`src/design/pnhm_pkg.sv`:
```
package pnhm_pkg;

    // Input item kinds
    typedef enum logic [1:0] {
        OP_SAMPLE  = 2'd0,
        OP_SECOND  = 2'd1,
        OP_MESSAGE = 2'd2
    } t_opcode;

    // Configuration register indexes (byte address = 4 * index)
    typedef enum logic [2:0] {
        REG_WAITING_PERIODS    = 3'd0,
        REG_STUCK_MIN_POSITION = 3'd1,
        REG_STUCK_SAMPLE_LIMIT = 3'd2,
        REG_POT_SUM_LOW        = 3'd3,
        REG_POT_SUM_HIGH       = 3'd4,
        REG_TEMP_LIMIT         = 3'd5
    } t_reg_idx;

    localparam int unsigned ADDR_W = 5;
    localparam int unsigned DATA_W = 32;

    // Message identifiers
    localparam logic [10:0] ID_REAR = 11'h202;
    localparam logic [10:0] ID_TEMP = 11'h050;

    // Accelerator clamp and stuck counter ceiling
    localparam logic [7:0] ACCEL_CLAMP = 8'd200;
    localparam logic [7:0] STUCK_SAT   = 8'd130;

    // Configuration reset values
    localparam logic [6:0]  RST_WAITING_PERIODS    = 7'd5;
    localparam logic [7:0]  RST_STUCK_MIN_POSITION = 8'd60;
    localparam logic [7:0]  RST_STUCK_SAMPLE_LIMIT = 8'd120;
    localparam logic [10:0] RST_POT_SUM_LOW        = 11'd723;
    localparam logic [10:0] RST_POT_SUM_HIGH       = 11'd1323;
    localparam logic [15:0] RST_TEMP_LIMIT         = 16'd600;

    // Error byte bit positions
    localparam int unsigned ERR_PLAUS      = 0;
    localparam int unsigned ERR_STUCK      = 1;
    localparam int unsigned ERR_OVERTEMP   = 2;
    localparam int unsigned ERR_LIGHT_TO   = 3;
    localparam int unsigned ERR_REAR_LO    = 4;
    localparam int unsigned ERR_REAR_HI    = 5;
    localparam int unsigned ERR_REAR_TO    = 6;
    localparam int unsigned ERR_TEMP_TO    = 7;

    // Reciprocal of five in 2^-10 units; exact for every 10-bit value
    localparam logic [7:0] DIV5_MUL = 8'd205;

    // Divide a 10-bit reading by five
    function automatic logic [7:0] div5(input logic [9:0] value);
        logic [17:0] prod;
        prod = 18'(value) * 18'(DIV5_MUL);
        return prod[17:10];
    endfunction

endpackage

```
`src/design/pedal_and_node_health_monitor_top.sv`:
```
// Pedal and node health monitor. One item transfers per clock unless stalled: a
// sample tick (opcode 0) produces one result in the output register on the
// next cycle, while one-second ticks (opcode 1) and received messages (opcode
// 2) update the heartbeat counters and error byte and produce no result;
// opcode 3 is ignored. All state updates at the input transfer edge, so
// back-to-back items see each other's effects, and the single output register
// lets a new item transfer while a result still waits, as long as that result
// is taken in the same cycle. Configuration is an APB-style port with registers
// at byte addresses 0x00 to 0x14 and should only be written while idle.
module pedal_and_node_health_monitor_top (
    input  logic        i_clk,
    input  logic        i_rst_n,

    // Input item channel
    input  logic        i_valid,
    output logic        o_ready,
    input  logic [1:0]  i_opcode,
    input  logic [9:0]  i_accel_pot_a,
    input  logic [9:0]  i_accel_pot_b,
    input  logic [9:0]  i_brake_pot,
    input  logic [9:0]  i_brake_level_pot,
    input  logic [10:0] i_message_id,
    input  logic [7:0]  i_data_first,
    input  logic [7:0]  i_data_second,

    // Result channel
    output logic        o_valid,
    input  logic        i_ready,
    output logic [7:0]  o_accel_position,
    output logic [7:0]  o_brake_position,
    output logic [7:0]  o_error_bits,
    output logic        o_brake_light_on,

    // Configuration port
    input  logic                          psel,
    input  logic                          penable,
    input  logic                          pwrite,
    input  logic [pnhm_pkg::ADDR_W-1:0]   paddr,
    input  logic [pnhm_pkg::DATA_W-1:0]   pwdata,
    output logic [pnhm_pkg::DATA_W-1:0]   prdata,
    output logic                          pready
);

    // Configuration registers
    logic [6:0]  r_waiting_periods;
    logic [7:0]  r_stuck_min_position;
    logic [7:0]  r_stuck_sample_limit;
    logic [10:0] r_pot_sum_low;
    logic [10:0] r_pot_sum_high;
    logic [15:0] r_temp_limit;

    // Monitor state
    logic [7:0]  r_previous_accel,  n_previous_accel;
    logic [7:0]  r_stuck_samples,   n_stuck_samples;
    logic        r_light_state,     n_light_state;
    logic [7:0]  r_error_store,     n_error_store;
    logic [6:0]  r_rear_heartbeat,  n_rear_heartbeat;
    logic [6:0]  r_temp_heartbeat,  n_temp_heartbeat;
    logic [6:0]  r_light_heartbeat, n_light_heartbeat;

    // Output register
    logic        r_out_valid, n_out_valid;
    logic [7:0]  r_out_accel;
    logic [7:0]  r_out_brake;

    logic                 in_xfer;
    logic                 cfg_write;
    pnhm_pkg::t_opcode    op;
    pnhm_pkg::t_reg_idx   reg_idx;
    logic [7:0]           accel_div;
    logic [7:0]           accel_scaled;
    logic [7:0]           brake_scaled;
    logic [8:0]           stuck_inc;
    logic [10:0]          pot_sum;
    logic [15:0]          temp_value;
    logic                 sample_xfer;

    assign op       = pnhm_pkg::t_opcode'(i_opcode);
    assign reg_idx  = pnhm_pkg::t_reg_idx'(paddr[4:2]);
    assign o_ready  = !r_out_valid || i_ready;
    assign in_xfer  = i_valid && o_ready;
    assign sample_xfer = in_xfer && (op == pnhm_pkg::OP_SAMPLE);
    assign pready   = 1'b1;
    assign cfg_write = psel && penable && pwrite && pready;

    // Scale pedal readings
    assign accel_div    = pnhm_pkg::div5(i_accel_pot_a);
    assign accel_scaled = (accel_div > pnhm_pkg::ACCEL_CLAMP) ? pnhm_pkg::ACCEL_CLAMP
                                                              : accel_div;
    assign brake_scaled = pnhm_pkg::div5(i_brake_pot);
    assign pot_sum      = {1'b0, i_accel_pot_a} + {1'b0, i_accel_pot_b};
    assign temp_value   = {i_data_first, i_data_second};
    assign stuck_inc    = {1'b0, r_stuck_samples} + 9'd1;

    // Write configuration registers
    always_ff @(posedge i_clk) begin
        if (!i_rst_n) begin
            r_waiting_periods    <= pnhm_pkg::RST_WAITING_PERIODS;
            r_stuck_min_position <= pnhm_pkg::RST_STUCK_MIN_POSITION;
            r_stuck_sample_limit <= pnhm_pkg::RST_STUCK_SAMPLE_LIMIT;
            r_pot_sum_low        <= pnhm_pkg::RST_POT_SUM_LOW;
            r_pot_sum_high       <= pnhm_pkg::RST_POT_SUM_HIGH;
            r_temp_limit         <= pnhm_pkg::RST_TEMP_LIMIT;
        end else if (cfg_write) begin
            unique case (reg_idx)
                pnhm_pkg::REG_WAITING_PERIODS:    r_waiting_periods    <= pwdata[6:0];
                pnhm_pkg::REG_STUCK_MIN_POSITION: r_stuck_min_position <= pwdata[7:0];
                pnhm_pkg::REG_STUCK_SAMPLE_LIMIT: r_stuck_sample_limit <= pwdata[7:0];
                pnhm_pkg::REG_POT_SUM_LOW:        r_pot_sum_low        <= pwdata[10:0];
                pnhm_pkg::REG_POT_SUM_HIGH:       r_pot_sum_high       <= pwdata[10:0];
                pnhm_pkg::REG_TEMP_LIMIT:         r_temp_limit         <= pwdata[15:0];
                default: begin
                end
            endcase
        end
    end

    // Read back configuration registers
    always_comb begin
        unique case (reg_idx)
            pnhm_pkg::REG_WAITING_PERIODS:    prdata = 32'(r_waiting_periods);
            pnhm_pkg::REG_STUCK_MIN_POSITION: prdata = 32'(r_stuck_min_position);
            pnhm_pkg::REG_STUCK_SAMPLE_LIMIT: prdata = 32'(r_stuck_sample_limit);
            pnhm_pkg::REG_POT_SUM_LOW:        prdata = 32'(r_pot_sum_low);
            pnhm_pkg::REG_POT_SUM_HIGH:       prdata = 32'(r_pot_sum_high);
            pnhm_pkg::REG_TEMP_LIMIT:         prdata = 32'(r_temp_limit);
            default:                          prdata = '0;
        endcase
    end

    // Compute next monitor state for the transferred item
    always_comb begin
        n_previous_accel  = r_previous_accel;
        n_stuck_samples   = r_stuck_samples;
        n_light_state     = r_light_state;
        n_error_store     = r_error_store;
        n_rear_heartbeat  = r_rear_heartbeat;
        n_temp_heartbeat  = r_temp_heartbeat;
        n_light_heartbeat = r_light_heartbeat;
        if (in_xfer) begin
            unique case (op)
                pnhm_pkg::OP_SAMPLE: begin
                    n_light_state = (i_brake_pot > i_brake_level_pot);
                    // Count unchanged samples above the minimum position
                    if (accel_scaled == r_previous_accel &&
                        accel_scaled > r_stuck_min_position) begin
                        n_error_store[pnhm_pkg::ERR_STUCK] =
                            (stuck_inc > {1'b0, r_stuck_sample_limit});
                        n_stuck_samples = (stuck_inc[7:0] > pnhm_pkg::STUCK_SAT)
                                        ? pnhm_pkg::STUCK_SAT : stuck_inc[7:0];
                    end else begin
                        n_error_store[pnhm_pkg::ERR_STUCK] = 1'b0;
                        n_stuck_samples = '0;
                    end
                    n_previous_accel = accel_scaled;
                    n_error_store[pnhm_pkg::ERR_PLAUS] =
                        (pot_sum < r_pot_sum_low) || (pot_sum > r_pot_sum_high);
                end
                pnhm_pkg::OP_SECOND: begin
                    // Count down heartbeats, flag timeout at zero
                    if (r_rear_heartbeat == '0) begin
                        n_error_store[pnhm_pkg::ERR_REAR_TO] = 1'b1;
                    end else begin
                        n_rear_heartbeat = r_rear_heartbeat - 7'd1;
                        n_error_store[pnhm_pkg::ERR_REAR_TO] = 1'b0;
                    end
                    if (r_temp_heartbeat == '0) begin
                        n_error_store[pnhm_pkg::ERR_TEMP_TO] = 1'b1;
                    end else begin
                        n_temp_heartbeat = r_temp_heartbeat - 7'd1;
                        n_error_store[pnhm_pkg::ERR_TEMP_TO] = 1'b0;
                    end
                    if (r_light_heartbeat == '0) begin
                        n_error_store[pnhm_pkg::ERR_LIGHT_TO] = 1'b1;
                    end else begin
                        n_light_heartbeat = r_light_heartbeat - 7'd1;
                        n_error_store[pnhm_pkg::ERR_LIGHT_TO] = 1'b0;
                    end
                end
                pnhm_pkg::OP_MESSAGE: begin
                    if (i_message_id == pnhm_pkg::ID_REAR) begin
                        n_rear_heartbeat = r_waiting_periods;
                        n_error_store[pnhm_pkg::ERR_REAR_LO] = i_data_first[1];
                        n_error_store[pnhm_pkg::ERR_REAR_HI] = i_data_first[2];
                        // Reload light heartbeat only when the rear node agrees
                        if (r_light_state == i_data_first[0]) begin
                            n_light_heartbeat = r_waiting_periods;
                        end
                    end
                    if (i_message_id == pnhm_pkg::ID_TEMP) begin
                        n_temp_heartbeat = r_waiting_periods;
                        n_error_store[pnhm_pkg::ERR_OVERTEMP] = (temp_value > r_temp_limit);
                    end
                end
                default: begin
                end
            endcase
        end
    end

    // Hold monitor state
    always_ff @(posedge i_clk) begin
        if (!i_rst_n) begin
            r_previous_accel  <= '0;
            r_stuck_samples   <= '0;
            r_light_state     <= 1'b0;
            r_error_store     <= '0;
            r_rear_heartbeat  <= '0;
            r_temp_heartbeat  <= '0;
            r_light_heartbeat <= '0;
        end else begin
            r_previous_accel  <= n_previous_accel;
            r_stuck_samples   <= n_stuck_samples;
            r_light_state     <= n_light_state;
            r_error_store     <= n_error_store;
            r_rear_heartbeat  <= n_rear_heartbeat;
            r_temp_heartbeat  <= n_temp_heartbeat;
            r_light_heartbeat <= n_light_heartbeat;
        end
    end

    // Advance output valid: load on a sample, drop when taken
    always_comb begin
        if (sample_xfer) begin
            n_out_valid = 1'b1;
        end else if (i_ready) begin
            n_out_valid = 1'b0;
        end else begin
            n_out_valid = r_out_valid;
        end
    end

    always_ff @(posedge i_clk) begin
        if (!i_rst_n) begin
            r_out_valid <= 1'b0;
        end else begin
            r_out_valid <= n_out_valid;
        end
    end

    // Capture result payload
    always_ff @(posedge i_clk) begin
        if (sample_xfer) begin
            r_out_accel <= accel_scaled;
            r_out_brake <= brake_scaled;
        end
    end

    // Error byte and light come from the state the sample left behind
    assign o_valid          = r_out_valid;
    assign o_accel_position = r_out_accel;
    assign o_brake_position = r_out_brake;
    assign o_error_bits     = r_error_store;
    assign o_brake_light_on = r_light_state;

`ifndef ASSERT_OFF
    a_stuck_saturated: assert property (@(posedge i_clk) disable iff (!i_rst_n)
        r_stuck_samples <= pnhm_pkg::STUCK_SAT)
        else $error("stuck counter above saturation");

    a_no_result_for_tick: assert property (@(posedge i_clk) disable iff (!i_rst_n)
        (in_xfer && op != pnhm_pkg::OP_SAMPLE && !r_out_valid) |=> !o_valid)
        else $error("result produced for a non-sample item");

    a_sample_result: assert property (@(posedge i_clk) disable iff (!i_rst_n)
        sample_xfer |=> (o_valid && o_error_bits == r_error_store &&
                         o_accel_position == r_previous_accel))
        else $error("sample result does not match stored state");

    a_accel_clamped: assert property (@(posedge i_clk) disable iff (!i_rst_n)
        o_valid |-> (o_accel_position <= pnhm_pkg::ACCEL_CLAMP))
        else $error("accelerator position above clamp");

    a_result_held: assert property (@(posedge i_clk) disable iff (!i_rst_n)
        (o_valid && !i_ready) |=> (o_valid && o_error_bits == $past(o_error_bits)))
        else $error("stalled error byte changed");
`endif

endmodule

```
`config.mk`:
```
export PLATFORM = sky130hd
export DESIGN_NAME = pedal_and_node_health_monitor_top
export DESIGN_NICKNAME = d
export VERILOG_FILES = /design/src/design/pnhm_pkg.sv /design/src/design/pedal_and_node_health_monitor_top.sv
export SDC_FILE = /design/constraint.sdc
export NUM_CORES = 1
export LEC_CHECK = 0
export BUFFER_PORTS_ARGS = -buffer_cell sky130_fd_sc_hd__buf_2
export CORE_ASPECT_RATIO = 2
export CORE_MARGIN = 1
export CORE_UTILIZATION = 59
export CTS_CLUSTER_DIAMETER = 30
export DETAILED_ROUTE_END_ITERATION = 8
export PLACE_DENSITY = 0.81
export SYNTH_ARGS = -nofsm -noshare
export SYNTH_HDL_FRONTEND = slang
export SYNTH_SLANG_ARGS = --single-unit
export TNS_END_PERCENT = 30
```
`constraint.sdc`:
```
create_clock -name i_clk -period 7.8 [get_ports i_clk]
set_input_delay 0.78 -clock i_clk [delete_from_list [all_inputs] [get_ports i_clk]]
set_output_delay 0.78 -clock i_clk [all_outputs]
set_load 0.02 [all_outputs]
```
==> flow_summary.json <==
{
  "port-buffer-count": 137,
  "critPathMaxStageDelay_ps": 550,
  "max-slew-margin-rel": 0.151,
  "cts_tree": "done",
  "die_w_um": 98.9,
  "placed_cell_area_mm2": 0.0118,
  "switching_share": 0.387,
  "hold_depth": 2,
  "drt-initial-drc-count": 441,
  "yosys_most_used_dff": "dfxtp_1",
  "ir_worst_vdd_mv": 0.146,
  "grt_pass1_vias": 9923,
  "worstReg2RegEnd": "o_error_bits[1]$_SDFFE_PN0P_",
  "ys_seq_area_frac": 0.239,
  "cts_resized": 0,
  "drt-total-wl_um": 29700,
  "dr.pass1.iters": 9,
  "drive_gt1_frac": 0.138,
  "dp_hpwl_um": 23800,
  "nets": 1768,
  "p_int_mw": 1.71,
  "layout_setup_ws_ps": 822,
  "critPathArrivalTime_ps": 7330,
  "setup_tns_ps": 0,
  "yosysUniqueCellTypes": 69,
  "run_status": "finished, violations left",
  "syn_area_mm2": 0.0111,
  "setup_viol": 0,
  "yosysMostFrequentCell": "ha_1",
  "p_clk_frac": 0.278,
  "vias": 9892,
  "design_area_mm2": 0.0124,
  "clock_latency_ps": 420,
  "hold_buffers": 0,
  "cts.htree.levels": 4,
  "cts_buffers": 17,
  "cpMostUsedCell": "inv_1",
  "nFillCells": 1489,
  "p_leak_nw": 5.99,
  "p_seq_frac": 0.261,
  "die-area_mm2": 0.0194,
  "syn2layout_area_growth_pct": 11.9,
  "cts_buffer_depth": 2,
  "cts_root_buffer": "clkbuf_16",
  "vias_per_cell": 5.93,
  "crit_family": "adder cells",
  "grt-ovfl-total": 0,
  "cts.clk_slew.worst_paths_ps": 60,
  "avgSynthCellArea_um2": 8.35,
  "crit_slowest_cell": "fa_1",
  "finalMaxSlewViolations": 0,
  "diodes": 0,
  "cts.sinks": 124,
  "fmax_mhz": 143,
  "violations": "design-rule violations",
  "fin_skew_ps": 7.86,
  "min_to": "o_error_bits[6]$_SDFFE_PN0P_",
  "ant_nets": 0,
  "post-synth-top-area-cell": "ha_1",
  "crit_buf_inv": 7,
  "power_mw": 2.79,
  "syn-instance-count": 1327,
  "finalHoldViolations": 0,
  "antenna_found_initial": 0,
  "ys_ff_latch": 124,
  "synth-edff-count": 16,
  "yosysWarnings": 0,
  "max_slew.worst_pin.slew_ps": 1260,
  "ff2ff_setup_slack_ps": 5010,
  "finalCriticalPeriod_ps": 6980,
  "crit_type": "in -> reg",
  "grt_pass1_wl_um": 46600,
  "hold_path.class": "reg -> reg",
  "place_congestion": 0.959,
  "cts_setup_buffers": 0,
  "dp_worst_setup_slack_ps": 394,
  "std_cell_rows": 70,
  "worst-r2r-cell-count": 12,
  "routedWlPerCell_um": 17.8,
  "rr_startpoint": "r_stuck_samples[0]$_SDFFE_PN0P_",
  "rsz0062_at_grt": "false",
  "maxCapViolations": 0,
  "synth.area.top_cells": "ha_1 (21%), dfxtp_1 (20%), inv_1 (6.2%)",
  "crit_path_start_kind": "input pin",
  "synth_top_area_frac": 0.207,
  "fp.dieH_um": 196,
  "ioPinCount": 173,
  "synthTopCellsByCount": "ha_1 (183), inv_1 (182), nand2_1 (145)",
  "drc": 1,
  "holdCritStartpoint": "o_error_bits[6]$_SDFFE_PN0P_",
  "grt.total_usage": 0.309,
  "core-area_mm2": 0.0183,
  "critPathRequiredTime_ps": 8150,
  "synthArstFlopShare": 0,
  "pwr-share-comb": 0.462,
  "power_density_mw_per_mm2": 225,
  "p_sw_mw": 1.08,
  "crit_fanout": 8,
  "min_period_over_period": 0.895,
  "initial_core_util": 0.605,
  "grt_max_degree": 62,
  "crit_path_end_kind": "flop"
}
power groups by stage:
stage / clock (mW) / combinational, mW / sequential (mW)
floorplan: 0 / 0.939 / 0.753
global placement: 0 / 1.24 / 0.739
detailed placement: 0 / 1.27 / 0.739
CTS: 0.776 / 1.28 / 0.726
global route: 0.812 / 1.44 / 0.729
finish: 0.774 / 1.29 / 0.726
layer usage:
layer	vias to the layer above	track usage	wire length (µm)
li1	4766	-	-
met1	4684	0.274	9700
met2	319	0.607	16500
met3	123	0.0410	1140
met4	0	0.239	2370
met5	-	0	0
placed cells by master (no fill, tap or decap), types with 5 or more instances in the layout:
| master | Yosys | layout |
|---|---|---|
| xor2_1 | 12 | 12 |
| nor2b_1 | 27 | 27 |
| and3_1 | 12 | 12 |
| dfxtp_1 | 108 | 108 |
| o21bai_1 | 6 | 6 |
| a21oi_1 | 50 | 50 |
| a21boi_0 | 42 | 42 |
| o21a_1 | 18 | 18 |
| a211oi_1 | 6 | 6 |
| a21o_1 | 14 | 14 |
| ha_1 | 183 | 183 |
| a22oi_1 | 13 | 13 |
| nor3_1 | 19 | 18 |
| nor4_1 | 8 | 7 |
| xnor2_1 | 25 | 25 |
| nand2_1 | 145 | 145 |
| mux2i_1 | 22 | 22 |
| o22ai_1 | 9 | 9 |
| edfxtp_1 | 16 | 16 |
| buf_2 | 0 | 137 |
| conb_1 | 2 | 17 |
| nand2b_1 | 15 | 15 |
| nand3_1 | 34 | 34 |
| inv_1 | 182 | 182 |
| buf_4 | 17 | 5 |
| nand4_1 | 14 | 14 |
| a31oi_1 | 12 | 12 |
| fa_1 | 34 | 34 |
| and2_1 | 11 | 11 |
| o21ai_0 | 51 | 51 |
| a21boi_1 | 5 | 5 |
| o221a_2 | 11 | 11 |
| nor2_1 | 65 | 65 |
| o211ai_1 | 26 | 26 |
| clkinv_4 | 0 | 5 |
| clkbuf_16 | 0 | 17 |
cells by family (layout without fill, tap and decap cells):
kind of cell,count (synthesis),in the layout,synth area share
adder cells (fa/ha/maj),217,217,0.268
other,2,17,0.000678
flip-flops,124,124,0.239
multiplexers,23,23,0.0209
buffers and inverters,249,358,0.0908
AND/OR/NAND/NOR,378,378,0.165
XOR/XNOR,38,38,0.0307
AO/OA/AOI/OAI,296,296,0.185
worst reg2reg max path, stage by stage, from the launching register on:
cell,delay (ps)
dfxtp_1,470
ha_1,260
xor2_1,310
ha_1,340
o21a_1,120
o21a_1,160
o21a_1,160
o21a_1,170
o21a_1,160
o21a_1,160
o22ai_1,140
a211o_1,140
a21boi_0,80
cell type report:
class	count	area [µm²]	area share
multi-input combinational	969	7490	0.604
sequential	124	2640	0.213
timing repair buffer	142	723	0.0583
inverter	184	691	0.0557
clock buffer	18	429	0.0346
tap	216	270	0.0218
clock inverter	14	148	0.0119
registers in the layout (all words and copies together) (netlist names):
signal,count
o_accel_position,8
o_brake_light_on,1
o_brake_position,8
o_error_bits,8
o_valid,1
r_light_heartbeat,7
r_pot_sum_high,11
r_pot_sum_low,11
r_previous_accel,8
r_rear_heartbeat,7
r_stuck_min_position,8
r_stuck_sample_limit,8
r_stuck_samples,8
r_temp_heartbeat,7
r_temp_limit,16
r_waiting_periods,7
per-stage QoR:
stage          hold WS [ps]  utilization  cells
3_3_place_gp            448        0.646   1635
5_1_grt                 472        0.677   1667
4_1_cts                 461        0.677   1667
3_5_place_dp            454        0.646   1635
2_1_floorplan           436            -   1342
6_report                458        0.677   1667
worst max path at each step:
stage,cells after the start,from,to
6_report,29,i_accel_pot_a[3],r_stuck_samples[3]$_SDFFE_PN0P_
5_1_grt,29,i_accel_pot_a[3],r_stuck_samples[3]$_SDFFE_PN0P_
4_1_cts,29,i_accel_pot_a[3],r_stuck_samples[3]$_SDFFE_PN0P_
3_5_place_dp,29,i_accel_pot_a[3],r_stuck_samples[3]$_SDFFE_PN0P_
3_3_place_gp,29,i_accel_pot_a[3],r_stuck_samples[3]$_SDFFE_PN0P_
2_1_floorplan,28,i_accel_pot_a[2],r_stuck_samples[3]$_SDFFE_PN0P_
Note: power is estimated with default switching activity, not from simulation.
